File: config.mk
export PLATFORM = sky130hd
export DESIGN_NAME = led_blink_pattern_player
export DESIGN_NICKNAME = d
export VERILOG_FILES = /design/src/rtl/ledbpp_pkg.sv /design/src/rtl/led_blink_pattern_player.sv /design/src/rtl/ledbpp_store.sv /design/src/rtl/ledbpp_ctrl.sv /design/src/rtl/ledbpp_resolve.sv
export SDC_FILE = /design/constraint.sdc
export NUM_CORES = 2
export LEC_CHECK = 0
export ABC_CLOCK_PERIOD_IN_PS = 17500
export BUFFER_PORTS_ARGS = -buffer_cell sky130_fd_sc_hd__buf_4
export CAP_MARGIN = 25
export CORE_MARGIN = 5
export CORE_UTILIZATION = 25
export DETAILED_ROUTE_END_ITERATION = 12
export SKIP_CTS_REPAIR_TIMING = 1
export SKIP_LAST_GASP = 1
export SLEW_MARGIN = 20
export SYNTH_ARGS = -nofsm -noshare
export SYNTH_HDL_FRONTEND = slang
export SYNTH_SLANG_ARGS = --single-unit
export TNS_END_PERCENT = 10
File: constraint.sdc
create_clock -name clk -period 17.5 [get_ports clk]
set_input_delay 0 -clock clk [delete_from_list [all_inputs] [get_ports clk]]
set_output_delay 0 -clock clk [all_outputs]
set_load 0.02 [all_outputs]
File: src/rtl/ledbpp_pkg.sv
// Shared types, constants and helper functions of the LED blink pattern player.
package ledbpp_pkg;

	localparam int NUM_PATTERNS = 8;
	localparam int MAX_STEPS    = 16;
	localparam int SLOT_W       = $clog2(NUM_PATTERNS);
	localparam int STEP_W       = $clog2(MAX_STEPS);
	localparam int LEN_W        = $clog2(MAX_STEPS + 1);
	localparam int ADDR_W       = SLOT_W + STEP_W;
	localparam int STORE_DEPTH  = NUM_PATTERNS * MAX_STEPS;
	localparam int DUR_W        = 16;
	localparam int HOLD_W       = 12;

	// Hold ticks are |duration| / HOLD_DIVISOR, done as a multiply by the
	// reciprocal; exact for every 16-bit magnitude.
	localparam int HOLD_DIVISOR = 10;
	localparam int HOLD_RECIP   = 52429;
	localparam int HOLD_SHIFT   = 19;
	localparam int PROD_W       = 33;

	localparam int IN_DATA_W  = 32;
	localparam int OUT_DATA_W = 8;

	typedef enum logic [2:0] {
		OP_TICK       = 3'd0,
		OP_SET_BASE   = 3'd1,
		OP_SIGNAL     = 3'd2,
		OP_WRITE_STEP = 3'd3,
		OP_WRITE_LEN  = 3'd4
	} op_t;

	// What the second stage does to the LED and the hold counter.
	typedef enum logic [1:0] {
		ACT_NONE = 2'd0,
		ACT_DECR = 2'd1,
		ACT_OFF  = 2'd2,
		ACT_LOAD = 2'd3
	} act_t;

	typedef struct packed {
		act_t              act;
		logic              playing;
		logic              sig_valid;
		logic [STEP_W-1:0] step;
	} plan_t;

	typedef struct packed {
		logic              lit;
		logic              playing;
		logic              sig_valid;
		logic [STEP_W-1:0] step;
	} res_t;

	function automatic logic [DUR_W-1:0] dur_mag(input logic [DUR_W-1:0] raw);
		return raw[DUR_W-1] ? (~raw + DUR_W'(1)) : raw;
	endfunction

	function automatic logic [HOLD_W-1:0] hold_ticks(input logic [DUR_W-1:0] mag);
		logic [PROD_W-1:0] prod;
		prod = PROD_W'(mag) * PROD_W'(HOLD_RECIP);
		return prod[HOLD_SHIFT +: HOLD_W];
	endfunction

endpackage

File: src/rtl/led_blink_pattern_player.sv
// Top level of the LED blink pattern player: stream ports, pipeline control, assertions.
//
// Channel   Dir  Handshake          Payload
// s_*       in   s_tvalid/s_tready  s_tdata: 32 bits of command fields
// m_*       out  m_tvalid/m_tready  m_tdata: 8 bits of LED and player status
// cfg_*     in   cfg_we             cfg_wdata: active pin level
//
// Every command transfer yields exactly one status transfer, via the second stage
// and the output register. The block takes one command per cycle unless the
// output stalls: the first stage decides the next step and issues the store
// read, the second stage turns the read duration into the LED state and hold
// count, then the output register. Reset clears all control state and the
// pattern lengths; the step store itself holds whatever was written. A stalled
// output holds the second stage, and the input then waits until it can move.
module led_blink_pattern_player (
	input  logic                              clk,
	input  logic                              arst_n,
	// opcode[2:0], pattern_sel[5:3], no_pattern[6], entry_index[10:7],
	// entry_value[26:11], length_value[31:27]
	input  logic [ledbpp_pkg::IN_DATA_W-1:0]  s_tdata,
	input  logic                              s_tvalid,
	output logic                              s_tready,
	// led_pin[0], led_on[1], running[2], signal_active[3], step_position[7:4]
	output logic [ledbpp_pkg::OUT_DATA_W-1:0] m_tdata,
	output logic                              m_tvalid,
	input  logic                              m_tready,
	input  logic                              cfg_we,
	input  logic                              cfg_wdata
);

	ledbpp_pkg::op_t                   opcode;
	logic [ledbpp_pkg::SLOT_W-1:0]     pattern_sel;
	logic                              no_pattern;
	logic [ledbpp_pkg::STEP_W-1:0]     entry_index;
	logic signed [ledbpp_pkg::DUR_W-1:0] entry_value;
	logic [ledbpp_pkg::LEN_W-1:0]      length_value;

	logic                              accept;
	logic                              advance;
	logic                              commit;
	logic                              valid_s1;
	logic                              out_valid_q;
	logic [ledbpp_pkg::OUT_DATA_W-1:0] out_data_q;
	logic                              active_level_q;

	ledbpp_pkg::plan_t                 plan;
	ledbpp_pkg::res_t                  res;
	logic                              hold_le1;
	logic                              rd_en;
	logic [ledbpp_pkg::ADDR_W-1:0]     rd_addr;
	logic [ledbpp_pkg::DUR_W-1:0]      rdata;
	logic                              st_we;
	logic                              led_pin;

	assign opcode       = ledbpp_pkg::op_t'(s_tdata[2:0]);
	assign pattern_sel  = s_tdata[5:3];
	assign no_pattern   = s_tdata[6];
	assign entry_index  = s_tdata[10:7];
	assign entry_value  = s_tdata[26:11];
	assign length_value = s_tdata[31:27];

	// The second stage moves whenever the output register is empty or drained.
	assign advance  = !out_valid_q || m_tready;
	assign commit   = valid_s1 && advance;
	assign s_tready = !valid_s1 || advance;
	assign accept   = s_tvalid && s_tready;

	// Step writes go straight into the store at transfer time, so the next
	// command already reads the new value.
	assign st_we = accept && (opcode == ledbpp_pkg::OP_WRITE_STEP) &&
		(32'(pattern_sel) < ledbpp_pkg::NUM_PATTERNS) &&
		(32'(entry_index) < ledbpp_pkg::MAX_STEPS);

	ledbpp_ctrl u_ctrl (
		.clk          (clk),
		.arst_n       (arst_n),
		.accept       (accept),
		.op           (opcode),
		.sel          (pattern_sel),
		.no_pattern   (no_pattern),
		.length_value (length_value),
		.hold_le1     (hold_le1),
		.plan         (plan),
		.rd_en        (rd_en),
		.rd_addr      (rd_addr)
	);

	ledbpp_store u_store (
		.clk   (clk),
		.we    (st_we),
		.waddr ({pattern_sel, entry_index}),
		.wdata (entry_value),
		.re    (accept && rd_en),
		.raddr (rd_addr),
		.rdata (rdata)
	);

	ledbpp_resolve u_resolve (
		.clk      (clk),
		.arst_n   (arst_n),
		.load     (accept),
		.plan_in  (plan),
		.valid_s1 (valid_s1),
		.commit   (commit),
		.rdata    (rdata),
		.res      (res),
		.hold_le1 (hold_le1)
	);

	assign led_pin = res.lit ? active_level_q : !active_level_q;

	always_ff @(posedge clk or negedge arst_n) begin
		if (!arst_n) begin
			valid_s1       <= 1'b0;
			out_valid_q    <= 1'b0;
			active_level_q <= 1'b1;
		end else begin
			if (accept) begin
				valid_s1 <= 1'b1;
			end else if (commit) begin
				valid_s1 <= 1'b0;
			end
			if (advance) begin
				out_valid_q <= valid_s1;
			end
			if (cfg_we) begin
				active_level_q <= cfg_wdata;
			end
		end
	end

	always_ff @(posedge clk) begin
		if (commit) begin
			out_data_q <= {res.step, res.sig_valid, res.playing, res.lit, led_pin};
		end
	end

	assign m_tvalid = out_valid_q;
	assign m_tdata  = out_data_q;

	// The LED is never reported lit while no pattern is being timed.
	a_lit_needs_running: assert property (@(posedge clk) disable iff (!arst_n)
		m_tvalid |-> (m_tdata[2] || !m_tdata[1]))
		else $error("LED lit while player is stopped");

	// A finished second-stage item always shows up at the output next cycle.
	a_commit_reaches_out: assert property (@(posedge clk) disable iff (!arst_n)
		commit |=> m_tvalid)
		else $error("committed status transfer lost");

	// An empty output register never blocks the command side.
	a_ready_when_drained: assert property (@(posedge clk) disable iff (!arst_n)
		!m_tvalid |-> s_tready)
		else $error("input stalled with empty output");

endmodule

File: src/rtl/ledbpp_store.sv
// Pattern step store: one write port, one read port with registered read data.
module ledbpp_store (
	input  logic                          clk,
	input  logic                          we,
	input  logic [ledbpp_pkg::ADDR_W-1:0] waddr,
	input  logic [ledbpp_pkg::DUR_W-1:0]  wdata,
	input  logic                          re,
	input  logic [ledbpp_pkg::ADDR_W-1:0] raddr,
	output logic [ledbpp_pkg::DUR_W-1:0]  rdata
);

	logic [ledbpp_pkg::DUR_W-1:0] mem [ledbpp_pkg::STORE_DEPTH];
	logic [ledbpp_pkg::DUR_W-1:0] rdata_q;

	always_ff @(posedge clk) begin
		if (we) begin
			mem[waddr] <= wdata;
		end
		if (re) begin
			rdata_q <= mem[raddr];
		end
	end

	assign rdata = rdata_q;

endmodule

File: src/rtl/ledbpp_ctrl.sv
// Front stage: pattern selection, step sequencing, length table and store read address.
module ledbpp_ctrl (
	input  logic                          clk,
	input  logic                          arst_n,
	input  logic                          accept,
	input  ledbpp_pkg::op_t               op,
	input  logic [ledbpp_pkg::SLOT_W-1:0] sel,
	input  logic                          no_pattern,
	input  logic [ledbpp_pkg::LEN_W-1:0]  length_value,
	input  logic                          hold_le1,
	output ledbpp_pkg::plan_t             plan,
	output logic                          rd_en,
	output logic [ledbpp_pkg::ADDR_W-1:0] rd_addr
);

	logic [ledbpp_pkg::SLOT_W-1:0] base_slot_q;
	logic                          base_valid_q;
	logic [ledbpp_pkg::SLOT_W-1:0] sig_slot_q;
	logic                          sig_valid_q;
	logic [ledbpp_pkg::STEP_W-1:0] step_q;
	logic                          playing_q;
	logic [ledbpp_pkg::LEN_W-1:0]  len_q [ledbpp_pkg::NUM_PATTERNS];

	logic                          sel_ok;
	logic [ledbpp_pkg::SLOT_W-1:0] nb_slot;
	logic                          nb_valid;
	logic [ledbpp_pkg::SLOT_W-1:0] ns_slot;
	logic                          ns_valid;
	logic [ledbpp_pkg::STEP_W-1:0] idx0;
	logic                          fire;
	logic                          decr;
	logic                          has_slot;
	logic [ledbpp_pkg::SLOT_W-1:0] slot;
	logic [ledbpp_pkg::LEN_W-1:0]  len;
	logic [ledbpp_pkg::STEP_W-1:0] idx;
	logic [ledbpp_pkg::LEN_W-1:0]  nidx_full;
	logic [ledbpp_pkg::STEP_W-1:0] nidx;
	logic                          fire_ok;
	logic                          new_sig_valid;
	logic                          new_playing;
	logic [ledbpp_pkg::STEP_W-1:0] new_step;
	logic [ledbpp_pkg::LEN_W-1:0]  len_sat;

	assign sel_ok = 32'(sel) < ledbpp_pkg::NUM_PATTERNS;

	always_comb begin
		nb_slot  = base_slot_q;
		nb_valid = base_valid_q;
		ns_slot  = sig_slot_q;
		ns_valid = sig_valid_q;
		idx0     = step_q;
		fire     = 1'b0;
		decr     = 1'b0;
		case (op)
			ledbpp_pkg::OP_TICK: begin
				if (playing_q) begin
					fire = hold_le1;
					decr = !hold_le1;
				end
			end
			ledbpp_pkg::OP_SET_BASE: begin
				nb_slot  = sel;
				nb_valid = !no_pattern && sel_ok;
				if (!sig_valid_q) begin
					idx0 = '0;
					fire = 1'b1;
				end
			end
			ledbpp_pkg::OP_SIGNAL: begin
				if (sig_valid_q || !no_pattern) begin
					ns_slot  = sel;
					ns_valid = !no_pattern && sel_ok;
					idx0     = '0;
					fire     = 1'b1;
				end
			end
			default: begin
			end
		endcase
	end

	// The override wins over the base pattern; both only hold in-range slots.
	always_comb begin
		has_slot = ns_valid || nb_valid;
		slot     = ns_valid ? ns_slot : nb_slot;
		len      = len_q[slot];
		idx      = (ledbpp_pkg::LEN_W'(idx0) >= len) ? '0 : idx0;
		nidx_full = ledbpp_pkg::LEN_W'(idx) + ledbpp_pkg::LEN_W'(1);
		nidx      = (nidx_full == len) ? '0 : nidx_full[ledbpp_pkg::STEP_W-1:0];
		fire_ok   = fire && has_slot && (len != '0);

		new_sig_valid = ns_valid;
		new_playing   = playing_q;
		new_step      = idx0;
		plan.act      = ledbpp_pkg::ACT_NONE;
		if (fire_ok) begin
			new_playing = 1'b1;
			new_step    = nidx;
			plan.act    = ledbpp_pkg::ACT_LOAD;
			if (ns_valid && nidx == '0) begin
				new_sig_valid = 1'b0;
			end
		end else if (fire) begin
			new_playing = 1'b0;
			plan.act    = ledbpp_pkg::ACT_OFF;
		end else if (decr) begin
			plan.act = ledbpp_pkg::ACT_DECR;
		end
		plan.playing   = new_playing;
		plan.sig_valid = new_sig_valid;
		plan.step      = new_step;
	end

	assign rd_en   = fire_ok;
	assign rd_addr = {slot, idx};

	assign len_sat = (length_value > ledbpp_pkg::LEN_W'(ledbpp_pkg::MAX_STEPS)) ?
		ledbpp_pkg::LEN_W'(ledbpp_pkg::MAX_STEPS) : length_value;

	always_ff @(posedge clk or negedge arst_n) begin
		if (!arst_n) begin
			base_slot_q  <= '0;
			base_valid_q <= 1'b0;
			sig_slot_q   <= '0;
			sig_valid_q  <= 1'b0;
			step_q       <= '0;
			playing_q    <= 1'b0;
			for (int i = 0; i < ledbpp_pkg::NUM_PATTERNS; i++) begin
				len_q[i] <= '0;
			end
		end else if (accept) begin
			base_slot_q  <= nb_slot;
			base_valid_q <= nb_valid;
			sig_slot_q   <= ns_slot;
			sig_valid_q  <= new_sig_valid;
			step_q       <= new_step;
			playing_q    <= new_playing;
			if (op == ledbpp_pkg::OP_WRITE_LEN && sel_ok) begin
				len_q[sel] <= len_sat;
			end
		end
	end

endmodule

File: src/rtl/ledbpp_resolve.sv
// Second stage: LED state and hold countdown from the step read out of the store.
module ledbpp_resolve (
	input  logic                         clk,
	input  logic                         arst_n,
	input  logic                         load,
	input  ledbpp_pkg::plan_t            plan_in,
	input  logic                         valid_s1,
	input  logic                         commit,
	input  logic [ledbpp_pkg::DUR_W-1:0] rdata,
	output ledbpp_pkg::res_t             res,
	output logic                         hold_le1
);

	ledbpp_pkg::plan_t             plan_s1;
	logic                          lit_q;
	logic [ledbpp_pkg::HOLD_W-1:0] hold_q;
	logic [ledbpp_pkg::DUR_W-1:0]  mag;
	logic                          raw_lit;
	logic                          new_lit;
	logic                          hold_q_le1;

	assign mag        = ledbpp_pkg::dur_mag(rdata);
	assign raw_lit    = (rdata != '0) && !rdata[ledbpp_pkg::DUR_W-1];
	assign hold_q_le1 = hold_q <= ledbpp_pkg::HOLD_W'(1);

	always_comb begin
		new_lit = lit_q;
		case (plan_s1.act)
			ledbpp_pkg::ACT_LOAD: new_lit = raw_lit;
			ledbpp_pkg::ACT_OFF:  new_lit = 1'b0;
			default:              new_lit = lit_q;
		endcase
	end

	// Countdown state as the front stage sees it once this item is done.
	always_comb begin
		hold_le1 = hold_q_le1;
		if (valid_s1) begin
			case (plan_s1.act)
				ledbpp_pkg::ACT_LOAD:
					hold_le1 = mag < ledbpp_pkg::DUR_W'(2 * ledbpp_pkg::HOLD_DIVISOR);
				ledbpp_pkg::ACT_DECR:
					hold_le1 = hold_q == ledbpp_pkg::HOLD_W'(2);
				default:
					hold_le1 = hold_q_le1;
			endcase
		end
	end

	assign res.lit       = new_lit;
	assign res.playing   = plan_s1.playing;
	assign res.sig_valid = plan_s1.sig_valid;
	assign res.step      = plan_s1.step;

	always_ff @(posedge clk) begin
		if (load) begin
			plan_s1 <= plan_in;
		end
	end

	always_ff @(posedge clk or negedge arst_n) begin
		if (!arst_n) begin
			lit_q  <= 1'b0;
			hold_q <= '0;
		end else if (commit) begin
			lit_q <= new_lit;
			case (plan_s1.act)
				ledbpp_pkg::ACT_LOAD: hold_q <= ledbpp_pkg::hold_ticks(mag);
				ledbpp_pkg::ACT_DECR: hold_q <= hold_q - ledbpp_pkg::HOLD_W'(1);
				default:              hold_q <= hold_q;
			endcase
		end
	end

endmodule
==> metrics.md <==
| Metric | Value |
|---|---|
| WP data required | `18.22 ns` |
| PwrDens | `165 nW/um^2` |
| Crit-path slowest cell | `xor2_1` |
| Final setup vio count | `0` |
| Slew Viols, Final | `0` |
| Post-Syn Area | `90100 um^2` |
| Initial drt markers | `9897` |
| Worst-path clk slew | `0.07 ns` |
| Routed len/inst | `27.2 um` |
| Actual slew at the worst max-slew pin | `1.23 ns` |
| Comb pwr share | `0.409` |
| Clock Tree Buf Depth | `3` |
| Ranking of synthesized cells by area | `edfxtp_1, nand2_1, nor2_1` |
| Post-synthesis sequential area ratio | `0.713` |
| Core area | `359000 um^2` |
| Number of flops mapped to enable cells by yosys | `2080` |
| Metal2 WL | `141000 um` |
| Synth cell count leaders | `edfxtp_1, nand2_1, nor2_1, o21ai_0, nand3_1` |
| TritonCTS clock tree | `built` |
| Metal-1 WL | `120000 um` |
| Final Hold Viols | `0` |
| Count of input and output buffers | `47` |
| Final nets | `6989` |
| LEAKAGE | `34.1 nW` |
| H-Tree Depth | `4` |
| Most used cell, CP | `inv_1` |
| DRC viols | `0` |
| Setup TNS | `0 ns` |
| Die outline width | `610 um` |
| Clock share of power | `0.257` |
| Post-DRT Antenna Nets | `0` |
| Dpl hpwl | `190000 um` |
| Initial antenna violation count | `36` |
| Post-route minimum period | `8.77 ns` |
| RSZ-0062 raised after global routing | `false` |
| Max Cap Viol | `0` |
| Yosys reg bits | `2149` |
| Switching portion of total power | `0.407` |
| Cell family with most CP delay | `compound AO/OA/AOI/OAI gates` |
| CP max stage delay | `0.67 ns` |
| Hold Path Class | `input pin to register` |
| Cells after synthesis | `6596` |
| Via/cell ratio | `5.27` |
| Design Area, Final | `104000 um^2` |
| Critical path endpoint category | `register` |
| Dominant register cell in the synthesized netlist | `edfxtp_1` |
| Dominant cell type by area after synthesis | `edfxtp_1` |
| Worst hold slack | `0.0617 ns` |
| Die height | `610 um` |
| Vias in the first global route | `58146` |
| Top cell type's share of synthesized area | `0.693` |
| Syn Nets | `6842` |
| WP data arrival | `9.49 ns` |
| # rows | `220` |
| I/O Pins | `48` |
| Total congestion overflow | `0` |
| Final setup skew | `0.0502 ns` |
| Via count | `61720` |
| Tcrit/Tclk final | `0.501` |
| Max Fclk | `114 MHz` |
| Relative slew slack | `0.180` |
| Synthesized area per cell | `13.7 um^2` |
| DRT Wirelength | `319000 um` |
| Pin count of the biggest net entering global routing | `131` |
| Pre-Repair DR Iteration Count | `8` |
| Max Used Layer | `met5` |
| Initial cell density of the core | `0.251` |
| Max Fanout on Critical Path | `7` |
| DP Area | `97000 um^2` |
| P&R area growth vs syn | `15.7%` |
| Clk Tree Root Cell | `clkbuf_16` |
| Buf+Inv Stages, Crit Path | `5` |
| Total track usage | `0.164` |
| Maximum vdd drop | `0.170 mV` |
| Most common cell in the netlist | `edfxtp_1` |
| Share of cells above drive strength 1 | `0.110` |
| Setup crit start kind | `register` |
| Worst skew pair latency | `0.88 ns` |
| Sink Count | `2149` |
| Flop pwr share | `0.334` |
| Switch Pwr | `7.01 mW` |
| P_int | `10.2 mW` |
| Critical path type | `register to register` |
| Num CTS Buffers | `209` |
| First-pass GRT wire length | `448000 um` |
| Status | `finished clean` |
| Yosys warnings | `0` |
| Asr flop ratio synth | `0.0321` |
| Die footprint | `372000 um^2` |
| Post-layout util | `0.290` |
| Met3 Wirelength | `41500 um` |
| Netlist cell types | `92` |
| Gpl congestion | `0.926` |
-- final timing paths --
path,to,start,cells after the start,slack [ns]
worst max-delay path,u_resolve.hold_q[10]$_DFFE_PN0P_,u_store.rdata[5]$_DFFE_PP_,27,8.73
worst min-delay path,m_tvalid$_DFFE_PN0P_,m_tready,4,0.06
worst max register to register,u_resolve.hold_q[10]$_DFFE_PN0P_,u_store.rdata[5]$_DFFE_PP_,27,8.73
worst min register to register,m_tdata[2]$_DFFE_PP_,u_resolve.res[5]$_DFFE_PP_,0,0.50
max in group asynchronous,u_ctrl.len_q[25]$_DFFE_PN0P_,arst_n,4,16.92
min in group asynchronous,active_level_q$_DFFE_PN1P_,arst_n,3,0.24
-- power groups by stage --
| stage | clock, mW | combinational [mW] | sequential (mW) |
|---|---|---|---|
| final | 4.42 | 7.03 | 5.75 |
| after global routing | 4.67 | 7.46 | 5.75 |
| after CTS | 4.45 | 6.88 | 5.75 |
| after detailed placement | 0 | 6.84 | 5.86 |
| after global placement | 0 | 6.80 | 5.86 |
| after floorplan | 0 | 4.03 | 5.84 |
-- flip-flops by register name, summed over array words and instances (netlist names) --
signal	flops
active_level_q	1
m_tdata	8
m_tvalid	1
u_ctrl.base_slot_q	3
u_ctrl.base_valid_q	1
u_ctrl.len_q	40
u_ctrl.playing_q	1
u_ctrl.sig_slot_q	3
u_ctrl.sig_valid_q	1
u_ctrl.step_q	4
u_resolve.hold_q	12
u_resolve.lit_q	1
u_resolve.plan_s1	2
u_resolve.res	6
u_store.mem	2048
u_store.rdata	16
valid_s1	1
-- final cells by class --
cell class	instances	area [um^2]
fillers	35929	255000
clock inverters	122	1130
well taps	4773	5970
repair buffers	362	3000
inverters	163	632
clock buffers	265	5510
flip-flops and latches	2149	64200
multi-input cells	3858	23700
diodes	19	47.5
-- worst reg2reg max path: cells and delay by family (launching register included) --
kind / cells / cell delay (ns)
compound gates: 11 / 3.38
fa+ha+maj: 7 / 2.87
xor+xnor: 2 / 0.78
simple gates: 2 / 0.73
flops: 1 / 0.53
buf+inv: 5 / 0.35
-- metal layers --
| layer | vias up | track usage |
|---|---|---|
| li1 | 25330 | - |
| met1 | 31065 | 0.215 |
| met2 | 4486 | 0.248 |
| met3 | 833 | 0.0502 |
| met4 | 6 | 0.0735 |
| met5 | - | 0 |
-- through the flow --
stage / total power, mW / setup WS (ns) / std cells
finish: 17.2 / 8.73 / 11711
global route: 17.9 / 8.18 / 11696
CTS: 17.1 / 8.67 / 11643
detailed placement: 12.7 / 8.66 / 11256
global placement: 12.7 / 8.83 / 11253
floorplan: 9.87 / 10.0 / 6596
-- cell usage in the layout (no fill, tap or decap), types with 20 or more instances in the layout --
cell	count
a211oi_1	29
a21oi_1	111
a31oi_1	208
a32o_1	22
a32oi_1	39
and3_1	45
buf_4	301
clkbuf_1	52
clkbuf_16	212
clkinv_1	47
clkinv_2	40
dfrtp_1	68
dlygate4sd3_1	42
edfxtp_1	2080
fa_1	73
ha_1	135
inv_1	157
mux2_2	59
mux2i_1	58
mux4_2	22
nand2_1	1037
nand3_1	266
nand4_1	24
nor2_1	523
nor3_1	57
o2111ai_1	21
o211ai_1	139
o21ai_0	340
o221ai_1	119
o22ai_1	100
o311ai_0	25
or3_1	28
xnor2_1	39
xor2_1	20
-- kinds of logic (layout without fill, tap and decap cells) --
group                      count (synthesis)  count (layout)  synth area share
and+or+nand+nor                         2085            2085            0.0974
other                                      0              19                 0
muxes                                    139             139            0.0193
buffers and inverters                    589             912            0.0269
DFF                                     2149            2149             0.713
adders and majority gates                208             208            0.0350
xor gates and xnor gates                  60              60           0.00599
AOI/OAI and AO/OA                       1366            1366             0.103
No activity file was read; power rests on OpenSTA's default activity.
